--- config.mk ---
export PLATFORM = sky130hd
export DESIGN_NAME = slide_capture_relay_sequencer_unit
export DESIGN_NICKNAME = d
export VERILOG_FILES = /design/src/rtl/scrs_pkg.sv /design/src/rtl/scrs_digits.sv /design/src/rtl/slide_capture_relay_sequencer_unit.sv
export VERILOG_INCLUDE_DIRS = /design/src /design/src/rtl
export SDC_FILE = /design/constraint.sdc
export NUM_CORES = 1
export LEC_CHECK = 0
export BUFFER_PORTS_ARGS = -buffer_cell sky130_fd_sc_hd__buf_2
export CAP_MARGIN = 40
export CORE_ASPECT_RATIO = 0.7
export CORE_MARGIN = 2
export CORE_UTILIZATION = 55
export DETAILED_ROUTE_END_ITERATION = 10
export PLACE_DENSITY_LB_ADDON = 0.05
export SLEW_MARGIN = 20
export SYNTH_ARGS = -nofsm -noshare
export SYNTH_HDL_FRONTEND = slang
export SYNTH_SLANG_ARGS = --single-unit
--- constraint.sdc ---
create_clock -name aclk -period 8.55 [get_ports aclk]
set_input_delay 0.4275 -clock aclk [delete_from_list [all_inputs] [get_ports aclk]]
set_output_delay 0.4275 -clock aclk [all_outputs]
set_load 0.005 [all_outputs]
--- src/rtl/slide_capture_relay_sequencer_unit_defines.svh ---
// Assertion macros for the slide capture relay sequencer
`ifndef SLIDE_CAPTURE_RELAY_SEQUENCER_UNIT_DEFINES_SVH
`define SLIDE_CAPTURE_RELAY_SEQUENCER_UNIT_DEFINES_SVH

// same-cycle implication, reset masked
`define SCRS_ASSERT_NOW(label, ante, cons, msg) \
    label: assert property (@(posedge aclk) disable iff (!aresetn) (ante) |-> (cons)) \
        else $error(msg);

// next-cycle implication, reset masked
`define SCRS_ASSERT_NEXT(label, ante, cons, msg) \
    label: assert property (@(posedge aclk) disable iff (!aresetn) (ante) |=> (cons)) \
        else $error(msg);

`endif

--- src/rtl/scrs_pkg.sv ---
// Types and constants shared by the slide capture relay sequencer
package scrs_pkg;

    localparam int unsigned AddrWidth = 5;

    localparam logic [2:0] REG_SHUTTER_TICKS = 3'd0;
    localparam logic [2:0] REG_SETTLE_TICKS  = 3'd1;
    localparam logic [2:0] REG_ADVANCE_TICKS = 3'd2;
    localparam logic [2:0] REG_RELOAD_TICKS  = 3'd3;
    localparam logic [2:0] REG_PRESET_SMALL  = 3'd4;
    localparam logic [2:0] REG_PRESET_MEDIUM = 3'd5;
    localparam logic [2:0] REG_PRESET_LARGE  = 3'd6;

    typedef struct packed {
        logic play_press;
        logic count_press;
    } in_item_t;

    typedef struct packed {
        logic       camera_relay;
        logic       advance_relay;
        logic       playing_shown;
        logic [7:0] slides_left;
        logic [1:0] hundreds_digit;
        logic [3:0] tens_digit;
        logic [3:0] ones_digit;
        logic       blank_hundreds;
        logic       blank_tens;
        logic [1:0] scan_position;
    } out_item_t;

    typedef struct packed {
        logic [1:0] hundreds;
        logic [3:0] tens;
        logic [3:0] ones;
    } digits_t;

endpackage

--- src/rtl/scrs_digits.sv ---
// Binary to decimal digit split of the 8-bit slide count
module scrs_digits (
    input  logic [7:0]       value,
    output scrs_pkg::digits_t digits
);

    logic [1:0]  hund;
    logic [7:0]  rem;
    logic [14:0] prod;
    logic [3:0]  tens;
    logic [7:0]  tens_x10;

    always_comb begin
        if (value >= 8'd200) begin
            hund = 2'd2;
            rem  = value - 8'd200;
        end else if (value >= 8'd100) begin
            hund = 2'd1;
            rem  = value - 8'd100;
        end else begin
            hund = 2'd0;
            rem  = value;
        end
    end

    // divide by ten through the reciprocal 205/2048, exact below 1029
    assign prod     = {7'd0, rem} * 15'd205;
    assign tens     = prod[14:11];
    assign tens_x10 = {1'b0, tens, 3'd0} + {3'd0, tens, 1'b0};

    assign digits.hundreds = hund;
    assign digits.tens     = tens;
    assign digits.ones     = 4'(rem - tens_x10);

endmodule

--- src/rtl/slide_capture_relay_sequencer_unit.sv ---
// Top level of the slide capture relay sequencer
// Latency: a result appears in the cycle after its input transfer.
// Throughput: one tick per cycle while the result register frees as it
// drains; phase timer, count and scan index update in one registered step.
// Reset (aresetn low, synchronous): phase 0, timer 255, stopped, count 80,
// scan index 0, timing and preset registers back to their defaults.
`include "slide_capture_relay_sequencer_unit_defines.svh"

module slide_capture_relay_sequencer_unit (
    input  logic                              aclk,
    input  logic                              aresetn,
    input  logic                              psel,
    input  logic                              penable,
    input  logic                              pwrite,
    input  logic [scrs_pkg::AddrWidth-1:0]    paddr,
    input  logic [31:0]                       pwdata,
    output logic [31:0]                       prdata,
    output logic                              pready,
    input  logic                              s_valid,
    output logic                              s_ready,
    input  scrs_pkg::in_item_t                s_data,
    output logic                              m_valid,
    input  logic                              m_ready,
    output scrs_pkg::out_item_t               m_data
);

    typedef enum logic [1:0] {
        PH_SHUTTER = 2'd0,
        PH_SETTLE  = 2'd1,
        PH_ADVANCE = 2'd2,
        PH_RELOAD  = 2'd3
    } phase_t;

    logic [15:0] shutter_ticks_reg;
    logic [15:0] settle_ticks_reg;
    logic [15:0] advance_ticks_reg;
    logic [15:0] reload_ticks_reg;
    logic [7:0]  preset_small_reg;
    logic [7:0]  preset_medium_reg;
    logic [7:0]  preset_large_reg;

    phase_t      phase_reg, phase_next;
    logic [15:0] timer_reg, timer_next;
    logic        running_reg, running_next;
    logic [7:0]  total_reg, total_next;
    logic [1:0]  scan_index_reg;

    logic                m_valid_reg;
    scrs_pkg::out_item_t m_data_reg, m_data_next;
    scrs_pkg::digits_t   digits;

    logic        accept;
    logic        cfg_write;
    logic [2:0]  cfg_index;
    logic [15:0] timer_dec;
    logic        expired;
    logic        cam, adv;
    logic [7:0]  total_after;
    logic        running_after;

    assign pready    = 1'b1;
    assign cfg_write = psel && penable && pwrite;
    assign cfg_index = paddr[scrs_pkg::AddrWidth-1:2];

    always_comb begin
        unique case (cfg_index)
            scrs_pkg::REG_SHUTTER_TICKS: prdata = {16'd0, shutter_ticks_reg};
            scrs_pkg::REG_SETTLE_TICKS:  prdata = {16'd0, settle_ticks_reg};
            scrs_pkg::REG_ADVANCE_TICKS: prdata = {16'd0, advance_ticks_reg};
            scrs_pkg::REG_RELOAD_TICKS:  prdata = {16'd0, reload_ticks_reg};
            scrs_pkg::REG_PRESET_SMALL:  prdata = {24'd0, preset_small_reg};
            scrs_pkg::REG_PRESET_MEDIUM: prdata = {24'd0, preset_medium_reg};
            scrs_pkg::REG_PRESET_LARGE:  prdata = {24'd0, preset_large_reg};
            default:                     prdata = 32'd0;
        endcase
    end

    always_ff @(posedge aclk) begin
        if (!aresetn) begin
            shutter_ticks_reg <= 16'd255;
            settle_ticks_reg  <= 16'd512;
            advance_ticks_reg <= 16'd255;
            reload_ticks_reg  <= 16'd2048;
            preset_small_reg  <= 8'd36;
            preset_medium_reg <= 8'd80;
            preset_large_reg  <= 8'd140;
        end else if (cfg_write) begin
            unique case (cfg_index)
                scrs_pkg::REG_SHUTTER_TICKS: shutter_ticks_reg <= pwdata[15:0];
                scrs_pkg::REG_SETTLE_TICKS:  settle_ticks_reg  <= pwdata[15:0];
                scrs_pkg::REG_ADVANCE_TICKS: advance_ticks_reg <= pwdata[15:0];
                scrs_pkg::REG_RELOAD_TICKS:  reload_ticks_reg  <= pwdata[15:0];
                scrs_pkg::REG_PRESET_SMALL:  preset_small_reg  <= pwdata[7:0];
                scrs_pkg::REG_PRESET_MEDIUM: preset_medium_reg <= pwdata[7:0];
                scrs_pkg::REG_PRESET_LARGE:  preset_large_reg  <= pwdata[7:0];
                default: ;
            endcase
        end
    end

    assign s_ready = !m_valid_reg || m_ready;
    assign accept  = s_valid && s_ready;

    scrs_digits u_digits (
        .value  (total_reg),
        .digits (digits)
    );

    assign timer_dec = (timer_reg != 16'd0) ? timer_reg - 16'd1 : 16'd0;
    assign expired   = (timer_dec == 16'd0);

    always_comb begin
        phase_next    = phase_reg;
        timer_next    = timer_reg;
        total_after   = total_reg;
        running_after = running_reg;
        cam           = 1'b0;
        adv           = 1'b0;
        if (running_reg) begin
            timer_next = timer_dec;
            unique case (phase_reg)
                PH_SHUTTER: begin
                    cam = 1'b1;
                    if (expired) begin
                        phase_next = PH_SETTLE;
                        timer_next = settle_ticks_reg;
                    end
                end
                PH_SETTLE: begin
                    if (expired) begin
                        phase_next = PH_ADVANCE;
                        timer_next = advance_ticks_reg;
                    end
                end
                PH_ADVANCE: begin
                    adv = 1'b1;
                    if (expired) begin
                        phase_next = PH_RELOAD;
                        timer_next = reload_ticks_reg;
                    end
                end
                PH_RELOAD: begin
                    if (expired) begin
                        total_after = total_reg - 8'd1;
                        phase_next  = PH_SHUTTER;
                        timer_next  = shutter_ticks_reg;
                        if (total_after == 8'd0) begin
                            running_after = 1'b0;
                        end
                    end
                end
                default: ;
            endcase
        end

        running_next = running_after ^ s_data.play_press;
        total_next   = total_after;
        if (s_data.count_press) begin
            running_next = 1'b0;
            if (total_after < preset_small_reg) begin
                total_next = preset_small_reg;
            end else if (total_after < preset_medium_reg) begin
                total_next = preset_medium_reg;
            end else if (total_after < preset_large_reg) begin
                total_next = preset_large_reg;
            end else begin
                total_next = preset_small_reg;
            end
        end

        m_data_next.camera_relay   = cam;
        m_data_next.advance_relay  = adv;
        m_data_next.playing_shown  = running_reg;
        m_data_next.slides_left    = total_reg;
        m_data_next.hundreds_digit = digits.hundreds;
        m_data_next.tens_digit     = digits.tens;
        m_data_next.ones_digit     = digits.ones;
        m_data_next.blank_hundreds = (digits.hundreds == 2'd0);
        m_data_next.blank_tens     = (digits.hundreds == 2'd0) && (digits.tens == 4'd0);
        m_data_next.scan_position  = scan_index_reg;
    end

    always_ff @(posedge aclk) begin
        if (!aresetn) begin
            phase_reg      <= PH_SHUTTER;
            timer_reg      <= 16'd255;
            running_reg    <= 1'b0;
            total_reg      <= 8'd80;
            scan_index_reg <= 2'd0;
            m_valid_reg    <= 1'b0;
        end else begin
            if (accept) begin
                phase_reg      <= phase_next;
                timer_reg      <= timer_next;
                running_reg    <= running_next;
                total_reg      <= total_next;
                scan_index_reg <= scan_index_reg + 2'd1;
                m_valid_reg    <= 1'b1;
            end else if (m_ready) begin
                m_valid_reg <= 1'b0;
            end
        end
    end

    always_ff @(posedge aclk) begin
        if (accept) begin
            m_data_reg <= m_data_next;
        end
    end

    assign m_valid = m_valid_reg;
    assign m_data  = m_data_reg;

    `SCRS_ASSERT_NOW(a_relays_exclusive, m_valid_reg,
        !(m_data_reg.camera_relay && m_data_reg.advance_relay),
        "camera and advance relays both energized")
    `SCRS_ASSERT_NOW(a_relays_need_play, m_valid_reg,
        m_data_reg.playing_shown || (!m_data_reg.camera_relay && !m_data_reg.advance_relay),
        "relay energized while stopped")
    `SCRS_ASSERT_NEXT(a_count_press_stops, accept && s_data.count_press, !running_reg,
        "count press did not stop play")
    `SCRS_ASSERT_NEXT(a_scan_advances, accept,
        scan_index_reg == $past(scan_index_reg) + 2'd1,
        "scan index did not advance on transfer")

endmodule

Word level (Yosys, flattened, before mapping). Index checks and enable logic that the tools add are counted.

Bits in registers: 143. Input bits: 46. Output and inout port bits: 60. Word-level logic and storage cells: 105.

Add/subtract/negate cells: 7. Multiply operators: 1. $lt $le $gt $ge: 5. Equal/unequal tests: 13. Muxes and demuxes: 32. Bitwise operators: 1. Reduce and logical (&&, ||, !) cells: 23.

Operators with widths (count): one-hot mux 16 bit (7 select lines) (1); two-way mux 16 bit (5); two-way mux 8 bit (9); one-hot mux 16 bit (4 select lines) (1); less-than comparator 8 bit (3); logical NOT 16 bit (1); AND reduction 2 bit (8); nonzero test 16 bit (1); subtractor 16 x 1 -> 16 bit, second input constant (1); multiplier 8 x 8 -> 15 bit, second input constant (1); two-way mux 1 bit (10); two-way mux 2 bit (5); == test 3 bit, second input constant (3); greater-or-equal comparator 8 x 7 -> 1 bit, second input constant (1); greater-or-equal comparator 8 bit, second input constant (1); logical NOT 8 bit (1); inequality test 2 bit, second input constant (4); one-hot mux 2 bit (4 select lines) (1); subtractor 8 x 1 -> 8 bit, second input constant (1); subtractor 8 x 7 -> 8 bit, second input constant (1); subtractor 8 bit, second input constant (1); == test 3 x 2 -> 1 bit, second input constant (2); AND reduction 6 bit (1); adder 4 bit (1); other kinds (13) (18).

Logic depth before layout (Yosys ltp).
Word-level depth: 11. Mapped depth: 27. Mapped depth without buffers: 26.

Cells and area by module. A second synthesis with hierarchy kept.

Cells, all modules: 1176. Area, all modules: 9761.9 sq um.

By module, submodules not included: slide_capture_relay_sequencer_unit (times used 1, cells each 1005, area each 8276.7 sq um, sequential area each 3113.0 sq um); scrs_digits (times used 1, cells each 171, area each 1485.2 sq um, sequential area each 0.0 sq um).

Worst setup path before layout. OpenSTA, ideal clock, no wires.

Path kind: flip-flop to flip-flop. From: register total_reg[0]. To: register m_data_reg (netlist bit m_data[7]) (data pin). Setup time: 268 ps. Data arrival time: 6060 ps. Required time: 8282 ps. Setup slack: 2223 ps. Cell stages (with the launch flop): 27. Path buffers: 1. Clock period less this slack: 6327 ps. Path through: dfxtp_1 > clkbuf_1 > inv_1 > ha_1 > nand2_1 > a31oi_1 > o21ai_0 > a2bb2oi_1 > xnor2_1 > ha_1 > inv_1 > fa_1 > inv_1 > fa_1 > inv_1 > fa_1 > inv_1 > ha_1 > a21o_1 > a221oi_1 > o21ai_0 > a211o_1 > a22oi_1 > ha_1 > nand2_1 > nand2_1 > xnor3_1.

RTL lines: start: declaration (line slide_capture_relay_sequencer_unit.sv:45) `logic [7:0] total_reg, total_next;`; start signal: assignment (line slide_capture_relay_sequencer_unit.sv:196) `total_reg <= total_next;`; end signal: assignment (line slide_capture_relay_sequencer_unit.sv:207) `m_data_reg <= m_data_next;`; end: declaration (line slide_capture_relay_sequencer_unit.sv:49) `scrs_pkg::out_item_t m_data_reg, m_data_next;`.

==> results.txt <==
The run finished with clean final reports. The summed instance area of the synthesized netlist is a little under 0.01 mm^2. After detailed placement, the total cell area comes to just over 0.01 mm^2. The detail-routed via count per cell is slightly above 6.

The clock sink count is 143. IR analysis of the VDD net gives a maximum drop of 0.2395 mV. Sorting the synthesized cells by area gives the leading types as dfxtp_1 24%, ha_1 9.6%, edfxtp_1 7.6%, nand2_1 7.6%, a21boi_0 4.0%.

STA classifies the critical path endpoint as a flop. Setup violations remaining at the end of the flow were counted as 0. The insertion delay to the later sink of the worst-skew pair is 0.43 ns. The tree is rooted in a clkbuf_16. The number of violations reported at the end of detailed-routing iteration 0 is 916. The final worst clock skew came out at 0.01045 ns. The number of flops mapped to enable cells by yosys came out at 25.

For this configuration, the core starts out at a cell density of 56.70%. The synthesized design devotes to its leading area cell type 24.06% of total area. The final critical-path setup slack is 1.451 ns. The launching element type of the critical path is a flop. The area growth from synthesis to final layout came out at 10.72%. The post-layout utilization of the core is 62.77%. No sink is reached through more buffers than the 2 on the longest clock path. The number of levels in the clock H-tree came out at 4. The x dimension of the die is ~160 um. The setup total negative slack is 0 ns. The min-delay analysis places its worst path in the category in -> reg. The die span in y came out at 115.8 um. The prevailing post-synth register cell is dfxtp_1. The number of hold violations in the final report is 0.

Final hold analysis gives a worst-case slack of between 0.2 and 0.3 ns. The total routed wirelength is around 28,000 um. The area of the placeable core came out at 0.01732 mm^2. Of the total power, the share spent switching nets is 34.51%.

The number of gates resized after cts came out at 0. The number of optimization iterations in the first detailed-route pass came out at 5. The number of antenna diodes came out at 0. The share of power burned in the clock network came out at 31.9%. The worst slew margin relative to its limit came out at 45.20%. The design area came out at 0.01087 mm^2. During I/O placement, the number of pins put on the boundary was 106. The number of DRC violations after detailed routing is 0.

The routed length per placed instance came out at 19.54 um. The total vias in the final route is 8,597. The number of hold buffers added after CTS is 0. The pin slew with the least headroom to its limit is 0.8144 ns. Setup repair after global routing left no endpoint under its margin.

The maximum clock frequency is 0.1409 GHz. The maximum fanout along the worst path came out at 16. The cell count of the worst hold path is 3. The time the final worst path needs with I/O delays and setup came out at ~7 ns. The number of distinct library cell variants in the gate-level netlist after synthesis came out at 78.

Measured in cells, the most critical reg-to-reg path has a length of 25. OpenSTA, run right after detailed placement, puts the worst setup slack at 1.518 ns. Combinational logic burns a little over a third of the power.

The final cycle utilization of the critical path is 83.03%. The total net switching power is 823.7 uW. After clock tree synthesis, the setup repair step added 0 buffers. The portion of the post-synthesis area used by sequential elements came out at 31.71%. The internal power is 1.563 mW. The global route total overflow came out at 0.

The total die area came out at 0.01895 mm^2. The CTS buffer count came out at 17. The first global-routing pass estimated approximately 44,000 um of wire.

The count of buffers added on input and output ports is 70. The proportion of register bits with asynchronous set or reset after synthesis came out at 0%. The number of slew-limit violations in the final report came out at 0. The critical path in this run is classified as reg -> reg. Detailed placement ended at an HPWL of 19,800 um. The gate count of the mapped netlist is 1,150.

The flip-flop count of the largest register after layout is 25. Summed over all cells, the static leakage comes to 4.510 nW. The number of global-route vias before repair came out at 7,801. Including well taps, the total number of placed cells is 1,389. The post-route total power came out at 2.387 mW. The data arrival time of the critical path is 7.27 ns.

The number of placement rows is 40. The fraction of layout cells with a size suffix above 1 is 13.51%. The total global-route track usage is 30.46%. The weighted congestion reported at the end of routability-driven placement is 0.9578. For this design the ratio of total power to cell area is between 200 and 250 mW/mm^2. The count of nets left with antenna violations once routing finished came out at 0.

In the synthesized netlist, the cells that appear most often are 199 x nand2_1, 118 x dfxtp_1, 78 x inv_1. The clock-pin slew on the worst setup and hold paths is 0.07 ns. The most common cell in the synthesized netlist is nand2_1.

During synthesis, Yosys emitted a total of 0 warnings. TritonCTS built the clock tree. The post-synthesis register bit count came out at 143.

The max-cap violation count came out at 0. Of all cell types, the one taking the most synthesized area is dfxtp_1. The non-filler instance count after layout is 1,423. The initial antenna violation count is 0. The net count of the finished layout is approximately 1,300. At the worst endpoint, the required time is 8.72 ns. The proportion of power drawn by flip-flops and latches came out at approximately 33%. The pin count of the biggest net entering global routing came out at 83. The synthesized area per cell is 8.538 um^2.
[power groups by stage]
stage	registers, mW	logic (mW)	clock network, mW
CTS	0.791	0.839	0.768
global route	0.796	0.962	0.796
detailed placement	0.807	0.832	0
floorplan	0.797	0.647	0
finish	0.792	0.833	0.762
global placement	0.805	0.813	0
[cell usage in the layout (no fill, tap or decap), types with 14 or more instances in the layout]
cell       instances
xnor2_1           27
and2_1            14
o211ai_1          18
conb_1            17
edfxtp_1          25
a21boi_0          52
dfxtp_1          118
clkbuf_16         17
nor3_1            17
nand3_1           31
mux2i_1           31
o21ai_0           43
buf_2             71
inv_1             78
a21oi_1           32
nand2_1          199
mux4_2            15
ha_1              75
nor2b_1           31
nor2_1            44
[final cells by class]
type,instances,area (um^2)
Clock buffer,17,425.4
Clock inverter,15,160.2
Fill cell,1525,6446
Inverter,78,292.8
Multi-Input combinational cell,851,6048
Sequential cell,143,3113
Tap cell,231,289.0
Timing Repair Buffer,88,541.8
[per-layer routing]
layer	wire, um	up-vias	GRT usage [%]
met1	13830	4010	48.94
met3	3080	25	7.337
met2	10670	456	40.42
li1	-	4106	-
met4	219	0	6.433
met5	0	-	0
[logic make-up (layout without fill, tap and decap cells)]
| logic type | Yosys count | count (layout) | synth area share, % |
|---|---|---|---|
| AO/OA/AOI/OAI | 256 | 256 | 18.66 |
| XOR/XNOR | 37 | 37 | 3.441 |
| adder cells (fa/ha/maj) | 86 | 86 | 11.80 |
| buffers and inverters | 171 | 198 | 7.468 |
| flip-flops | 143 | 143 | 31.71 |
| multiplexers | 55 | 55 | 7.634 |
| other | 2 | 17 | 0.07649 |
| AND/OR/NAND/NOR | 400 | 400 | 19.22 |
[worst paths after layout]
| check | slack [ns] | startpoint | end |
|---|---|---|---|
| worst min-delay path | 0.27 | pwdata[11] | reload_ticks_reg[11] |
| worst max-delay path | 1.45 | total_reg[0] | m_data[7] |
| worst min register to register | 0.48 | scan_index_reg[1] | m_data[1] |
| worst max register to register | 1.45 | total_reg[0] | m_data[7] |
[critical path: stages (launching register included)]
cell	delay, ns
dfxtp_1	0.73
inv_1	0.19
ha_1	0.26
nand2_1	0.06
a31oi_1	0.15
o21ai_0	0.51
a2bb2oi_1	0.23
xnor2_1	0.16
ha_1	0.37
inv_1	0.06
fa_1	0.53
inv_1	0.05
fa_1	0.49
inv_1	0.05
fa_1	0.52
inv_1	0.04
ha_1	0.29
a21o_1	0.19
a221oi_1	0.26
o21ai_0	0.18
a211o_1	0.39
a22oi_1	0.30
ha_1	0.32
nand2_1	0.07
nand2_1	0.07
xnor3_1	0.35
Power figures use the tool's default switching activity.
